<file path="src/sv/char_image_morphology_cross_core_defines.svh">
// Assertion macros for the cross-shaped morphology core.
// Used by files that hold concurrent checks; they expect clk and rst_n in scope.
`ifndef CHAR_IMAGE_MORPHOLOGY_CROSS_CORE_DEFINES_SVH
`define CHAR_IMAGE_MORPHOLOGY_CROSS_CORE_DEFINES_SVH

// Same-cycle implication, checked on every rising edge outside reset.
`define CIMC_ASSERT_IMP(label, ante, cons, msg) \
    label: assert property (@(posedge clk) disable iff (!rst_n) (ante) |-> (cons)) \
        else $error(msg);

// Next-cycle implication, checked on every rising edge outside reset.
`define CIMC_ASSERT_NXT(label, ante, cons, msg) \
    label: assert property (@(posedge clk) disable iff (!rst_n) (ante) |=> (cons)) \
        else $error(msg);

`endif

</file>
<file path="src/sv/cimc_pkg.sv">
// Shared types and constants for the cross-shaped morphology core.
// No dependencies; imported by the output buffer and the top level.
package cimc_pkg;

    // Configuration port geometry.
    localparam int CFG_IDX_W  = 3;
    localparam int CFG_DATA_W = 16;

    // Register indexes on the configuration port.
    localparam logic [CFG_IDX_W-1:0] CFG_OP_MODE      = 3'd0;
    localparam logic [CFG_IDX_W-1:0] CFG_FG_BYTE      = 3'd1;
    localparam logic [CFG_IDX_W-1:0] CFG_NEW_BYTE     = 3'd2;
    localparam logic [CFG_IDX_W-1:0] CFG_FRAME_WIDTH  = 3'd3;
    localparam logic [CFG_IDX_W-1:0] CFG_FRAME_HEIGHT = 3'd4;

    // Operating modes; the unused code behaves as replace.
    localparam logic [1:0] MODE_REPLACE = 2'd0;
    localparam logic [1:0] MODE_DILATE  = 2'd1;
    localparam logic [1:0] MODE_ERODE   = 2'd2;

    // Widest supported row.
    localparam int MAX_WIDTH_DEF = 63;

    // One result item on its way to the output port.
    typedef struct packed {
        logic       frame_end;
        logic       row_end;
        logic [7:0] pixel;
    } result_t;

endpackage

</file>
<file path="src/sv/char_image_morphology_cross_core.sv">
// Cross-shaped 3x3 binary morphology (replace, dilate, erode) on a byte raster.
// Depends on cimc_pkg, cimc_out_buf and the assertion macro header.
//
// Usage:
//   Pixels enter on s_axis (tdata[7:0] = pixel) in row order, one request per pixel.
//   Results leave on m_axis: tdata[7:0] = pixel, tuser[0] = last of row,
//   tlast = last of frame. Registers are written on the cfg channel (index, data);
//   the user must write them only while the block is idle, since the block itself
//   does not enforce it. cfg_ready is always high. Throughput is one pixel per clock
//   while the output stage has room and no drain runs. An accepted pixel is held in
//   the input register, then passes through the window logic into the output
//   register. Replace mode answers every pixel. Dilate and erode answer pixel
//   (r-1,c) when pixel (r,c) arrives; the last pixel of the frame then drains the
//   final row, one result per clock while the output stage has room, during which
//   the input register takes at most one more pixel and then holds it. The line
//   stores are a two-bank byte memory and a flag memory, each with one write and
//   one registered read per clock; the read for the next column is fetched one pixel ahead.
//   Reset clears the counters and loads the register defaults (replace mode, width
//   and height one); the line stores need no clearing. When m_axis stalls, the
//   output register and its skid register hold two results and the input register
//   one more pixel, after which s_axis_tready falls.
`include "char_image_morphology_cross_core_defines.svh"

module char_image_morphology_cross_core #(
    parameter int MAX_WIDTH = cimc_pkg::MAX_WIDTH_DEF
) (
    input  logic                            clk,
    input  logic                            rst_n,
    // Configuration write channel.
    input  logic                            cfg_valid,
    output logic                            cfg_ready,
    input  logic [cimc_pkg::CFG_IDX_W-1:0]  cfg_index,
    input  logic [cimc_pkg::CFG_DATA_W-1:0] cfg_data,
    // Pixel input stream.
    input  logic                            s_axis_tvalid,
    output logic                            s_axis_tready,
    input  logic [7:0]                      s_axis_tdata,   // [7:0] pixel_in
    // Result stream.
    output logic                            m_axis_tvalid,
    input  logic                            m_axis_tready,
    output logic [7:0]                      m_axis_tdata,   // [7:0] pixel_out
    output logic                            m_axis_tlast,   // frame_end
    output logic [0:0]                      m_axis_tuser    // [0] row_end
);
    import cimc_pkg::*;

    localparam int COL_W  = $clog2(MAX_WIDTH + 1);
    localparam int BANK   = 2 ** COL_W;
    localparam int ADDR_W = COL_W + 1;

    // Configuration registers.
    logic [1:0]  op_mode_reg;
    logic [7:0]  fg_byte_reg;
    logic [7:0]  new_byte_reg;
    logic [5:0]  frame_width_reg;
    logic [15:0] frame_height_reg;

    // Input register.
    logic       in_valid_reg;
    logic [7:0] in_pixel_reg;

    // Raster position and drain of the final row.
    logic [COL_W-1:0] col_reg;
    logic [15:0]      row_reg;
    logic             flush_reg;
    logic [COL_W-1:0] fcol_reg;
    logic             fbank_reg;
    logic             fup_reg;

    // Neighborhood window of the delayed row.
    logic [7:0] left_reg;
    logic [7:0] ctr_reg;
    logic [7:0] right_reg;
    logic [7:0] first_px_reg;
    logic       above_reg;

    // Line stores.
    logic [7:0] row_mem [2*BANK];
    logic       above_mem [BANK];

    // Combinational signals.
    logic [5:0]        fw_clip;
    logic [COL_W-1:0]  w_eff;
    logic [15:0]       h_eff;
    logic [COL_W-1:0]  cur_col;
    logic              cur_last;
    logic              last_row;
    logic              morph_mode;
    logic              erode;
    logic              row_nz;
    logic              up_ok;
    logic              has_left;
    logic              has_right;
    logic              has_down;
    logic              fg_left;
    logic              fg_ctr;
    logic              fg_right;
    logic              fg_down;
    logic              any_fg;
    logic              any_bg;
    logic [7:0]        morph_val;
    logic [7:0]        replace_val;
    logic              out_full;
    logic              fire_norm;
    logic              fire_flush;
    logic              fire;
    logic              go_flush;
    logic              out_push;
    result_t           push_item;
    result_t           out_item;
    logic [COL_W-1:0]  col_inc;
    logic [COL_W-1:0]  col_next;
    logic [15:0]       row_next;
    logic              rd_bank;
    logic [COL_W-1:0]  rd_col;
    logic [COL_W-1:0]  ab_col;
    logic [ADDR_W-1:0] row_wr_addr;
    logic [ADDR_W-1:0] row_rd_addr;
    logic              row_byp;
    logic              ab_we;
    logic              ab_byp;
    logic [7:0]        ctr_start;

    // Effective frame size after the special-case clamps.
    always_comb
    begin
        if (frame_width_reg == 6'd0)
        begin
            fw_clip = 6'd1;
        end
        else if (frame_width_reg > 6'(MAX_WIDTH))
        begin
            fw_clip = 6'(MAX_WIDTH);
        end
        else
        begin
            fw_clip = frame_width_reg;
        end
    end

    assign w_eff = COL_W'(fw_clip);
    assign h_eff = (frame_height_reg == 16'd0) ? 16'd1 : frame_height_reg;

    // Position of the pixel being worked on, in the input row or in the drain.
    assign cur_col    = flush_reg ? fcol_reg : col_reg;
    assign cur_last   = ({1'b0, cur_col} + (COL_W + 1)'(1)) >= {1'b0, w_eff};
    assign last_row   = ({1'b0, row_reg} + 17'd1) >= {1'b0, h_eff};
    assign morph_mode = (op_mode_reg == MODE_DILATE) || (op_mode_reg == MODE_ERODE);
    assign erode      = (op_mode_reg == MODE_ERODE);
    assign row_nz     = (row_reg != 16'd0);

    // Which neighbors lie inside the frame.
    assign up_ok     = flush_reg ? fup_reg : (|row_reg[15:1]);
    assign has_left  = (cur_col != '0);
    assign has_right = !cur_last;
    assign has_down  = !flush_reg;

    // Foreground tests against the current foreground code.
    assign fg_left  = (left_reg == fg_byte_reg);
    assign fg_ctr   = (ctr_reg == fg_byte_reg);
    assign fg_right = (right_reg == fg_byte_reg);
    assign fg_down  = (in_pixel_reg == fg_byte_reg);

    assign any_fg = (up_ok && above_reg) || (has_left && fg_left)
                 || (has_right && fg_right) || (has_down && fg_down);
    assign any_bg = (up_ok && !above_reg) || (has_left && !fg_left)
                 || (has_right && !fg_right) || (has_down && !fg_down);

    // Center pixel after erosion or dilation.
    always_comb
    begin
        if (erode)
        begin
            morph_val = (fg_ctr && any_bg) ? new_byte_reg : ctr_reg;
        end
        else
        begin
            morph_val = (!fg_ctr && any_fg) ? fg_byte_reg : ctr_reg;
        end
    end

    assign replace_val = fg_down ? new_byte_reg : in_pixel_reg;

    // Work proceeds when the output stage has room and a pixel is held or the drain runs.
    assign fire_norm  = !flush_reg && in_valid_reg && !out_full;
    assign fire_flush = flush_reg && !out_full;
    assign fire       = fire_norm || fire_flush;
    assign go_flush   = morph_mode && cur_last && last_row;

    assign s_axis_tready = !in_valid_reg || fire_norm;
    assign cfg_ready     = 1'b1;

    // Result item for this cycle.
    always_comb
    begin
        push_item.pixel     = morph_val;
        push_item.row_end   = cur_last;
        push_item.frame_end = flush_reg && cur_last;
        if (!flush_reg && !morph_mode)
        begin
            push_item.pixel     = replace_val;
            push_item.frame_end = cur_last && last_row;
        end
    end

    assign out_push = fire_flush || (fire_norm && (!morph_mode || row_nz));

    // Counter successors for an input pixel.
    assign col_inc  = col_reg + COL_W'(1);
    assign col_next = cur_last ? '0 : col_inc;
    assign row_next = cur_last ? (last_row ? 16'd0 : row_reg + 16'd1) : row_reg;

    // Read addresses for the window of the next pixel to be worked on.
    always_comb
    begin
        priority if (fire_flush && !cur_last)
        begin
            rd_bank = fbank_reg;
            rd_col  = fcol_reg + COL_W'(2);
            ab_col  = fcol_reg + COL_W'(1);
        end
        else if (fire_norm && go_flush)
        begin
            rd_bank = row_reg[0];
            rd_col  = COL_W'(1);
            ab_col  = '0;
        end
        else if (fire_norm)
        begin
            rd_bank = ~row_next[0];
            rd_col  = col_next + COL_W'(1);
            ab_col  = col_next;
        end
        else
        begin
            rd_bank = ~row_reg[0];
            rd_col  = col_inc;
            ab_col  = col_reg;
        end
    end

    assign row_wr_addr = {row_reg[0], col_reg};
    assign row_rd_addr = {rd_bank, rd_col};
    assign row_byp     = fire_norm && (row_rd_addr == row_wr_addr);
    assign ab_we       = fire_norm && row_nz;
    assign ab_byp      = ab_we && (ab_col == col_reg);

    // First pixel of the current row becomes the first center of the delayed row.
    assign ctr_start = (col_reg == '0) ? in_pixel_reg : first_px_reg;

    // Row store: current row written, delayed row read one column ahead.
    always_ff @(posedge clk)
    begin
        if (fire_norm)
        begin
            row_mem[row_wr_addr] <= in_pixel_reg;
        end
        if (fire)
        begin
            right_reg <= row_byp ? in_pixel_reg : row_mem[row_rd_addr];
        end
    end

    // Flags of the row above the delayed row.
    always_ff @(posedge clk)
    begin
        if (ab_we)
        begin
            above_mem[col_reg] <= fg_ctr;
        end
        if (fire)
        begin
            above_reg <= ab_byp ? fg_ctr : above_mem[ab_col];
        end
    end

    // Window shift and input payload.
    always_ff @(posedge clk)
    begin
        if (s_axis_tvalid && s_axis_tready)
        begin
            in_pixel_reg <= s_axis_tdata;
        end
        if (fire_norm && (col_reg == '0))
        begin
            first_px_reg <= in_pixel_reg;
        end
        if (fire_norm && cur_last)
        begin
            ctr_reg <= ctr_start;
        end
        else if (fire)
        begin
            left_reg <= ctr_reg;
            ctr_reg  <= right_reg;
        end
    end

    // Configuration, input occupancy and raster position.
    always_ff @(posedge clk or negedge rst_n)
    begin
        if (!rst_n)
        begin
            op_mode_reg      <= MODE_REPLACE;
            fg_byte_reg      <= 8'd0;
            new_byte_reg     <= 8'd0;
            frame_width_reg  <= 6'd1;
            frame_height_reg <= 16'd1;
            in_valid_reg     <= 1'b0;
            col_reg          <= '0;
            row_reg          <= 16'd0;
            flush_reg        <= 1'b0;
            fcol_reg         <= '0;
            fbank_reg        <= 1'b0;
            fup_reg          <= 1'b0;
        end
        else
        begin
            if (cfg_valid && cfg_ready)
            begin
                unique case (cfg_index)
                    CFG_OP_MODE:      op_mode_reg      <= cfg_data[1:0];
                    CFG_FG_BYTE:      fg_byte_reg      <= cfg_data[7:0];
                    CFG_NEW_BYTE:     new_byte_reg     <= cfg_data[7:0];
                    CFG_FRAME_WIDTH:  frame_width_reg  <= cfg_data[5:0];
                    CFG_FRAME_HEIGHT: frame_height_reg <= cfg_data;
                    default:          ;
                endcase
            end

            if (s_axis_tvalid && s_axis_tready)
            begin
                in_valid_reg <= 1'b1;
            end
            else if (fire_norm)
            begin
                in_valid_reg <= 1'b0;
            end

            if (fire_norm)
            begin
                col_reg <= col_next;
                row_reg <= row_next;
                if (go_flush)
                begin
                    flush_reg <= 1'b1;
                    fcol_reg  <= '0;
                    fbank_reg <= row_reg[0];
                    fup_reg   <= row_nz;
                end
            end
            else if (fire_flush)
            begin
                fcol_reg <= fcol_reg + COL_W'(1);
                if (cur_last)
                begin
                    flush_reg <= 1'b0;
                end
            end
        end
    end

    // Output register with skid stage.
    cimc_out_buf u_out_buf (
        .clk       (clk),
        .rst_n     (rst_n),
        .push      (out_push),
        .push_data (push_item),
        .full      (out_full),
        .m_valid   (m_axis_tvalid),
        .m_ready   (m_axis_tready),
        .m_data    (out_item)
    );

    assign m_axis_tdata    = out_item.pixel;
    assign m_axis_tlast    = out_item.frame_end;
    assign m_axis_tuser[0] = out_item.row_end;

    // A frame that ends in a morphology mode starts draining its last row.
    `CIMC_ASSERT_NXT(a_flush_starts, fire_norm && go_flush, flush_reg && (fcol_reg == '0),
        "final row drain did not start at column zero")
    // The drain always begins at the first column.
    `CIMC_ASSERT_IMP(a_flush_col0, $rose(flush_reg), fcol_reg == '0,
        "drain entered with a nonzero column")
    // The output stage is never pushed while its skid entry is occupied.
    `CIMC_ASSERT_IMP(a_no_overflow, out_push, !out_full,
        "result pushed into a full output stage")
    // The last pixel of a frame returns the raster position to the origin.
    `CIMC_ASSERT_NXT(a_frame_wrap, fire_norm && cur_last && last_row,
        (row_reg == 16'd0) && (col_reg == '0), "raster position did not wrap at frame end")

endmodule

</file>
<file path="src/sv/cimc_out_buf.sv">
// Two-entry output stage (main register plus skid register) for result items.
// Depends on cimc_pkg for the result item type.
module cimc_out_buf (
    input  logic             clk,
    input  logic             rst_n,
    input  logic             push,
    input  cimc_pkg::result_t push_data,
    output logic             full,
    output logic             m_valid,
    input  logic             m_ready,
    output cimc_pkg::result_t m_data
);
    import cimc_pkg::*;

    logic    main_valid_reg;
    logic    skid_valid_reg;
    result_t main_data_reg;
    result_t skid_data_reg;
    logic    pop;

    // The main register drains when the receiver takes its request.
    assign pop     = main_valid_reg && m_ready;
    assign full    = skid_valid_reg;
    assign m_valid = main_valid_reg;
    assign m_data  = main_data_reg;

    // Occupancy of the two entries.
    always_ff @(posedge clk or negedge rst_n)
    begin
        if (!rst_n)
        begin
            main_valid_reg <= 1'b0;
            skid_valid_reg <= 1'b0;
        end
        else if (pop || !main_valid_reg)
        begin
            if (skid_valid_reg)
            begin
                main_valid_reg <= 1'b1;
                skid_valid_reg <= 1'b0;
            end
            else
            begin
                main_valid_reg <= push;
            end
        end
        else if (push)
        begin
            skid_valid_reg <= 1'b1;
        end
    end

    // Payload moves with the occupancy above.
    always_ff @(posedge clk)
    begin
        if (pop || !main_valid_reg)
        begin
            if (skid_valid_reg)
            begin
                main_data_reg <= skid_data_reg;
            end
            else if (push)
            begin
                main_data_reg <= push_data;
            end
        end
        else if (push)
        begin
            skid_data_reg <= push_data;
        end
    end

endmodule
</file>
<file path="config.mk">
export PLATFORM = sky130hd
export DESIGN_NAME = char_image_morphology_cross_core
export DESIGN_NICKNAME = d
export VERILOG_FILES = /design/src/sv/cimc_pkg.sv /design/src/sv/char_image_morphology_cross_core.sv /design/src/sv/cimc_out_buf.sv
export VERILOG_INCLUDE_DIRS = /design/src /design/src/sv
export SDC_FILE = /design/constraint.sdc
export NUM_CORES = 2
export LEC_CHECK = 0
export BUFFER_PORTS_ARGS = -buffer_cell sky130_fd_sc_hd__buf_4
export CORE_ASPECT_RATIO = 0.9
export CORE_UTILIZATION = 30
export DETAILED_ROUTE_END_ITERATION = 8
export GPL_ROUTABILITY_DRIVEN = 0
export GPL_TIMING_DRIVEN = 1
export HOLD_SLACK_MARGIN = 0.05
export SKIP_CTS_REPAIR_TIMING = 1
export SLEW_MARGIN = 5
export SYNTH_ARGS = -nofsm -noshare
export SYNTH_HDL_FRONTEND = slang
export SYNTH_SLANG_ARGS = --single-unit
</file>
<file path="constraint.sdc">
create_clock -name clk -period 9.2 [get_ports clk]
set_clock_uncertainty 0.15 [all_clocks]
set_input_delay 0.46 -clock clk [delete_from_list [all_inputs] [get_ports clk]]
set_output_delay 0.46 -clock clk [all_outputs]
set_load 0.05 [all_outputs]
</file>
Yosys cells after proc, flatten, opt, wreduce, memory -nomap -nowiden
Memory sizes are Yosys's and may differ from the RTL's. A register that Yosys moved wholly into a read port is not among the register bits.
Index checks and enable logic that the tools add are counted.
{"block": "word_totals", "rom_bits": 0, "memories": 2, "ramBits": 1088, "word_cells": 170, "register_bits": 126, "latchBits": 0, "in_bits": 32}
{"memory": "row_mem", "words": 128, "width": 8, "read_ports": 1, "rd_ports_with_merged_regs": 1, "wr": 1, "line": "char_image_morphology_cross_core.sv:78", "source": "logic [7:0] row_mem [2*BANK];"}
{"memory": "above_mem", "words": 64, "width": 1, "read_ports": 1, "rd_ports_with_merged_regs": 1, "wr": 1, "line": "char_image_morphology_cross_core.sv:79", "source": "logic above_mem [BANK];"}
{"block": "op_classes", "mul": 0, "add_sub_neg": 7, "div_mod_pow": 0, "bitwise_logic": 4, "n_reduce_logical": 74, "n_lt_le_gt_ge": 3, "n_eq_ne": 11, "shift": 0, "muxes": 44}
{"operator": "6-bit 2-to-1 mux", "n": 13}
{"operator": "8-bit 2-to-1 mux", "n": 8}
{"operator": "8-bit == test", "n": 4}
{"operator": "16-bit 2-to-1 mux", "n": 2}
{"operator": "1-bit logical AND", "n": 26}
{"operator": "2-bit AND reduction", "n": 11}
{"operator": "10-bit 2-to-1 mux", "n": 2}
{"operator": "1-bit 2-to-1 mux", "n": 19}
{"operator": "6-bit by 1-bit adder with 6-bit output (second input constant)", "n": 3}
{"operator": "16-bit by 1-bit adder with 17-bit output (second input constant)", "n": 1}
{"operator": "17-bit by 16-bit >= comparator with 1-bit output", "n": 1}
{"operator": "16-bit by 1-bit adder with 16-bit output (second input constant)", "n": 1}
{"operator": "16-bit logical NOT", "n": 1}
{"operator": "16-bit nonzero test", "n": 1}
{"operator": "15-bit OR reduction", "n": 1}
{"operator": "6-bit logical NOT", "n": 2}
{"operator": "1-bit logical OR", "n": 12}
{"operator": "2-bit nonzero test", "n": 6}
{"operator": "1-bit logical NOT", "n": 11}
{"operator": "6-bit by 1-bit adder with 7-bit output (second input constant)", "n": 1}
{"operator": "7-bit by 6-bit >= comparator with 1-bit output", "n": 1}
{"operator": "6-bit by 2-bit adder with 6-bit output (second input constant)", "n": 1}
{"operator": "3-bit by 2-bit == test with 1-bit output (second input constant)", "n": 2}
{"operator": "6-bit > comparator (second input constant)", "n": 1}
{"operator": "9 further kinds", "n": 12}

Depth between registers and ports, before layout
{"block": "depth", "word_depth": 14, "ltp_mapped": 30, "mapped_depth_nobuf": 25}

By module
A second synthesis with hierarchy kept.
{"block": "hier_totals", "hier_cells": 3973, "area_unflattened_um2": 51454.3}
{"module": "char_image_morphology_cross_core", "area_each_um2": 50613.5, "n_inst": 1, "seq_area_each_um2": 35706.7, "cells_each": 3933}
{"module": "cimc_out_buf", "area_each_um2": 840.8, "n_inst": 1, "seq_area_each_um2": 650.6, "cells_each": 40}

Least setup slack after synthesis
Ideal clock, no wire load.
{"block": "synth_timing", "path_type": "reg-to-reg", "startpoint": "register flush_reg", "endpoint": "register right_reg[5] (read register of row_mem) (data pin)", "arrival_ns": 5.436, "setup_slack_ns": 3.342, "required_time_ns": 8.778, "stages_incl_launch_ff": 27, "cell_sequence": "dfrtp_1 -> buf_4 -> clkbuf_1 -> clkbuf_1 -> mux2i_1 -> inv_1 -> ha_1 -> nand4_2 -> nand2_1 -> xnor2_1 -> ha_1 -> and3_1 -> a211oi_4 -> inv_2 -> buf_2 -> nor2_1 -> ha_1 -> inv_1 -> o211ai_1 -> o31ai_2 -> o21ai_2 -> a21oi_1 -> o2111ai_2 -> nand2_2 -> or4_1 -> o21ai_0 -> a22oi_1"}
{"block": "synth_between", "elab_chain_len": 8, "word_cells_on_any_way": 23, "classes_between": "add/sub (2); order compare (1); mux (9); bitwise (1); reduce/logical (10)"}
{"item": "from (decl)", "line": "char_image_morphology_cross_core.sv:65", "source": "logic flush_reg;"}
{"item": "from (signal assigned)", "line": "char_image_morphology_cross_core.sv:312", "source": "flush_reg <= 1'b0;"}
{"item": "from (signal assigned)", "line": "char_image_morphology_cross_core.sv:346", "source": "flush_reg <= 1'b1;"}
{"item": "from (signal assigned)", "line": "char_image_morphology_cross_core.sv:357", "source": "flush_reg <= 1'b0;"}
{"item": "6-bit 2-to-1 mux (*)", "line": "char_image_morphology_cross_core.sv:145", "source": "assign cur_col = flush_reg ? fcol_reg : col_reg;"}
{"item": "6-bit by 1-bit adder with 7-bit output (*)", "line": "char_image_morphology_cross_core.sv:146", "source": "assign cur_last = ({1'b0, cur_col} + (COL_W + 1)'(1)) >= {1'b0, w_eff};"}
{"item": "7-bit by 6-bit >= comparator with 1-bit output (*)", "line": "char_image_morphology_cross_core.sv:146"}
{"item": "via cur_last", "line": "char_image_morphology_cross_core.sv:86", "source": "logic cur_last;"}
{"item": "6-bit 2-to-1 mux, or another cell as far along", "line": "char_image_morphology_cross_core.sv:210", "source": "assign col_next = cur_last ? '0 : col_inc;"}
{"item": "6-bit by 1-bit adder with 6-bit output, or another cell as far along", "line": "char_image_morphology_cross_core.sv:231", "source": "rd_col = col_next + COL_W'(1);"}
{"item": "6-bit 2-to-1 mux, or another cell as far along", "line": "char_image_morphology_cross_core.sv:228", "source": "else if (fire_norm)"}
{"item": "6-bit 2-to-1 mux or 1-bit 2-to-1 mux (tied branches)", "line": "char_image_morphology_cross_core.sv:222", "source": "else if (fire_norm && go_flush)"}
{"item": "6-bit 2-to-1 mux or 1-bit 2-to-1 mux (tied branches)", "line": "char_image_morphology_cross_core.sv:216", "source": "priority if (fire_flush && !cur_last)"}
{"item": "to (decl)", "line": "char_image_morphology_cross_core.sv:73", "source": "logic [7:0] right_reg;"}
The timed path passes the listed nets; every way through them passes the cells marked *.
A chain may end at the register's enable or synchronous reset.

Final worst setup path
{"block": "layout_timing", "startpoint": "register col_reg[0]", "endpoint": "register right_reg[1] (read register of row_mem) (data pin)"}
{"block": "layout_between", "elab_chain_len": 8, "word_cells_on_any_way": 19, "classes_between": "add/sub (3); order compare (1); mux (9); bitwise (1); reduce/logical (5)"}
{"item": "from (decl)", "line": "char_image_morphology_cross_core.sv:63", "source": "logic [COL_W-1:0] col_reg;"}
{"item": "from (signal assigned)", "line": "char_image_morphology_cross_core.sv:342", "source": "col_reg <= col_next;"}
{"item": "6-bit 2-to-1 mux", "line": "char_image_morphology_cross_core.sv:145"}
{"item": "6-bit by 1-bit adder with 7-bit output", "line": "char_image_morphology_cross_core.sv:146"}
{"item": "7-bit by 6-bit >= comparator with 1-bit output", "line": "char_image_morphology_cross_core.sv:146"}
{"item": "6-bit 2-to-1 mux, or another cell as far along", "line": "char_image_morphology_cross_core.sv:210"}
{"item": "6-bit by 1-bit adder with 6-bit output, or another cell as far along", "line": "char_image_morphology_cross_core.sv:231"}
{"item": "6-bit 2-to-1 mux, or another cell as far along", "line": "char_image_morphology_cross_core.sv:228"}
{"item": "6-bit 2-to-1 mux or 1-bit 2-to-1 mux (tied branches)", "line": "char_image_morphology_cross_core.sv:222"}
{"item": "6-bit 2-to-1 mux or 1-bit 2-to-1 mux (tied branches)", "line": "char_image_morphology_cross_core.sv:216"}
Parallel ways exist; a longest one is shown, timed or not.

==> impl_metrics.tcl <==
set metrics [dict create \
    reg2reg_from "col_reg[0]" \
    r2r_cells 25 \
    ys_types 96 \
    reg2reg_to "right_reg[1]" \
    grt_usage_pct 16.5 \
    io_pins 45 \
    postRouteAntennaNets 0 \
    dieArea_mm2 0.176 \
    setup_tns_ns 0 \
    final-instance-count-excl-fill 6576 \
    irDropWorstVdd_mv 0.395 \
    synth.avg_cell_area_um2 12.4 \
    finalCritPeriodShare_pct 92.9 \
    clock_latency_ns 0.76 \
    crit_required_ns 9.61 \
    synth_edf_count 1149 \
    fin_util_pct 33.9 \
    drt-pass1-iter-count 5 \
    status "complete, no violations" \
    htreeDepth 3 \
    final_area_mm2 0.0589 \
    antenna_cells 0 \
    cts_buffers 116 \
    hp-class "in -> reg" \
    hold-worst-slack_ns 0.0557 \
    grt_pass1_vias 32700 \
    clockBufferDepth 3 \
    synth_warnings 0 \
    die_y_um 398 \
    place_ws_ns 0.987 \
    power.total_mw 22.6 \
    endpoint "right_reg[1]" \
    cts_tree "done" \
    largest_reg_flops 1024 \
    crit_fanout 28 \
    final_max_slew_viol_count 0 \
    layout_setup_ws_ns 0.651 \
    core.rowCount 145 \
    crit_path_start "col_reg[0]" \
    rrSetupSlack_ns 0.65 \
    setup_viol 0 \
    grt_max_degree 171 \
    place_area_mm2 0.0548 \
    num-nets-final 4264 \
    reg_top3 "row_mem x1024, above_mem x64" \
    netlist_instances 4215 \
    hpwl_um 89900 \
    start_util_pct 30.2 \
    path_class "reg -> reg" \
    cellPowerDensity_mw_per_mm2 385 \
    post_drt_wl_per_cell_um 22.6 \
    top_register "row_mem" \
    chipWidth_um 442 \
    crit_path_start_kind "flip-flop" \
    ys_seq_elements 1223 \
    grt-ovfl-total 0 \
    max_cap_viol_count 0 \
    root_buffer "clkbuf_16" \
    leakagePower_nw 19.9 \
    clk_pin_slew_worst_paths_ns 0.07 \
    fin_crit_ns 8.55 \
    rsz0062_at_grt "false" \
    async_flop_share_pct 6.05 \
    cts_sinks 1223 \
    worst_pin_slew_ns 1.38 \
    synth-seq-area-share_pct 69.5 \
    grt_antenna_before_repair 3 \
    totalWireLength_um 149000 \
    fmax_mhz 117 \
    syn-num-nets 4279 \
    drc 0 \
    num_vias 34700 \
    grt_pass1_wl_um 221000 \
    cp.arrival_ns 8.96 \
    max_slew_margin_pct 7.90 \
    drt_iter0_markers 4594 \
    endpoint_kind "flip-flop" \
    areaGrowthSynthToFinish_pct 12.5 \
    io_buffer_count 43 \
    via_per_inst 5.28 \
    core_area_mm2 0.173 \
    dp.cells 6331 \
    synth_ff_type "edfxtp_1" \
    netlist_area_mm2 0.0523 \
    drive_above_1_share_pct 9.40 \
    finalHoldViolCount 0 \
]
cells in the mapped netlist, types with 26 or more instances:
| cell type | instances | area [µm²] |
|---|---|---|
| edfxtp_1 | 1149 | 34500 |
| nand2_1 | 1017 | 3820 |
| nand3_1 | 559 | 2800 |
| nor2_1 | 253 | 950 |
| buf_2 | 132 | 661 |
| clkbuf_1 | 89 | 334 |
| o21ai_0 | 79 | 395 |
| dfrtp_1 | 72 | 1800 |
| a21oi_1 | 65 | 325 |
| mux2i_1 | 62 | 621 |
| a31oi_1 | 59 | 369 |
| and3_1 | 49 | 307 |
| xnor2_1 | 49 | 429 |
| mux2_2 | 45 | 507 |
| inv_1 | 44 | 165 |
| nand4_1 | 43 | 269 |
| ha_1 | 32 | 400 |
| nor3_1 | 31 | 155 |
| buf_4 | 27 | 203 |
| a221oi_1 | 26 | 228 |
report_power, final:
| group | switching, mW | internal, mW |
|---|---|---|
| registers | 0.225 | 6.55 |
| logic | 8.02 | 3.06 |
| clock network | 2.16 | 2.63 |
| total | 10.4 | 12.2 |
worst min path at each step:
stage                                   from                 end  slack, ns  cells after the start
final                           cfg_index[2]      op_mode_reg[0]       0.06                      5
after global routing            cfg_index[2]      op_mode_reg[0]       0.08                      5
after CTS                    s_axis_tdata[3]     in_pixel_reg[3]      -0.31                      1
after detailed placement  frame_width_reg[5]  frame_width_reg[5]       0.34                      1
after global placement    frame_width_reg[5]  frame_width_reg[5]       0.34                      1
after floorplan                        rst_n          col_reg[0]       0.01                      0
kinds of logic after synthesis:
logic type | after synthesis | synth area share [%]
DFF | 1223 | 69.5
buffers and inverters | 321 | 2.97
adders and majority gates | 32 | 0.765
xor gates and xnor gates | 68 | 1.14
and+or+nand+nor | 2011 | 16.7
muxes | 116 | 2.53
AOI/OAI and AO/OA | 443 | 6.41
other | 1 | 0.00717
per-layer routing:
| metal | vias up | GRT usage (%) | routed length (µm) | share of wire [%] |
|---|---|---|---|---|
| met5 | - | 0 | 13 | 0.0087 |
| met4 | 2 | 3.79 | 3450 | 2.3 |
| met3 | 223 | 3.45 | 14300 | 9.6 |
| met2 | 1689 | 24.6 | 65000 | 44 |
| met1 | 17400 | 24.3 | 65900 | 44 |
| li1 | 15400 | - | - | - |
final cells by class:
class                   count  area [µm²]
well taps                2278        2850
multi-input cells        2671       14500
clock buffers             145        3060
flip-flops and latches   1223       36400
fillers                 16900      115000
repair buffers            138        1250
clock inverters            71         688
inverters                  50         188
placed cells by master (no fill, tap or decap), types with 29 or more instances in the layout:
cell type	instances
dlygate4sd3_1	29
nor3_1	30
mux2_2	45
dfrtp_1	72
a31oi_1	59
mux2i_1	62
inv_1	44
xnor2_1	49
nand3_1	559
clkbuf_16	116
nand4_1	43
buf_4	98
nor2_1	252
nand2_1	1014
and3_1	49
ha_1	32
o21ai_0	79
edfxtp_1	1149
a21oi_1	65
worst max-delay path, cell delays in order, from the launching register on:
cell and delay [ns]:
dfrtp_1 0.74, clkinv_1 0.44, nor2_1 0.24, a21oi_1 0.11, inv_1 0.11, ha_1 0.26, nand4_2 0.17, nand2_1 0.13
xnor2_1 0.09, ha_1 0.29, and3_1 0.38, a211oi_4 0.10, buf_4 0.22, inv_2 0.30, nor2_1 0.11, ha_1 0.27
inv_1 0.12, a2111oi_0 0.07, o21ai_1 0.42, nand2_2 0.72, a2111oi_4 1.39, nand3_1 0.44, nand4_1 0.43, a211oi_1 0.09
and3_1 0.28, a221oi_1 0.26
No activity file was read; power rests on OpenSTA's default activity.
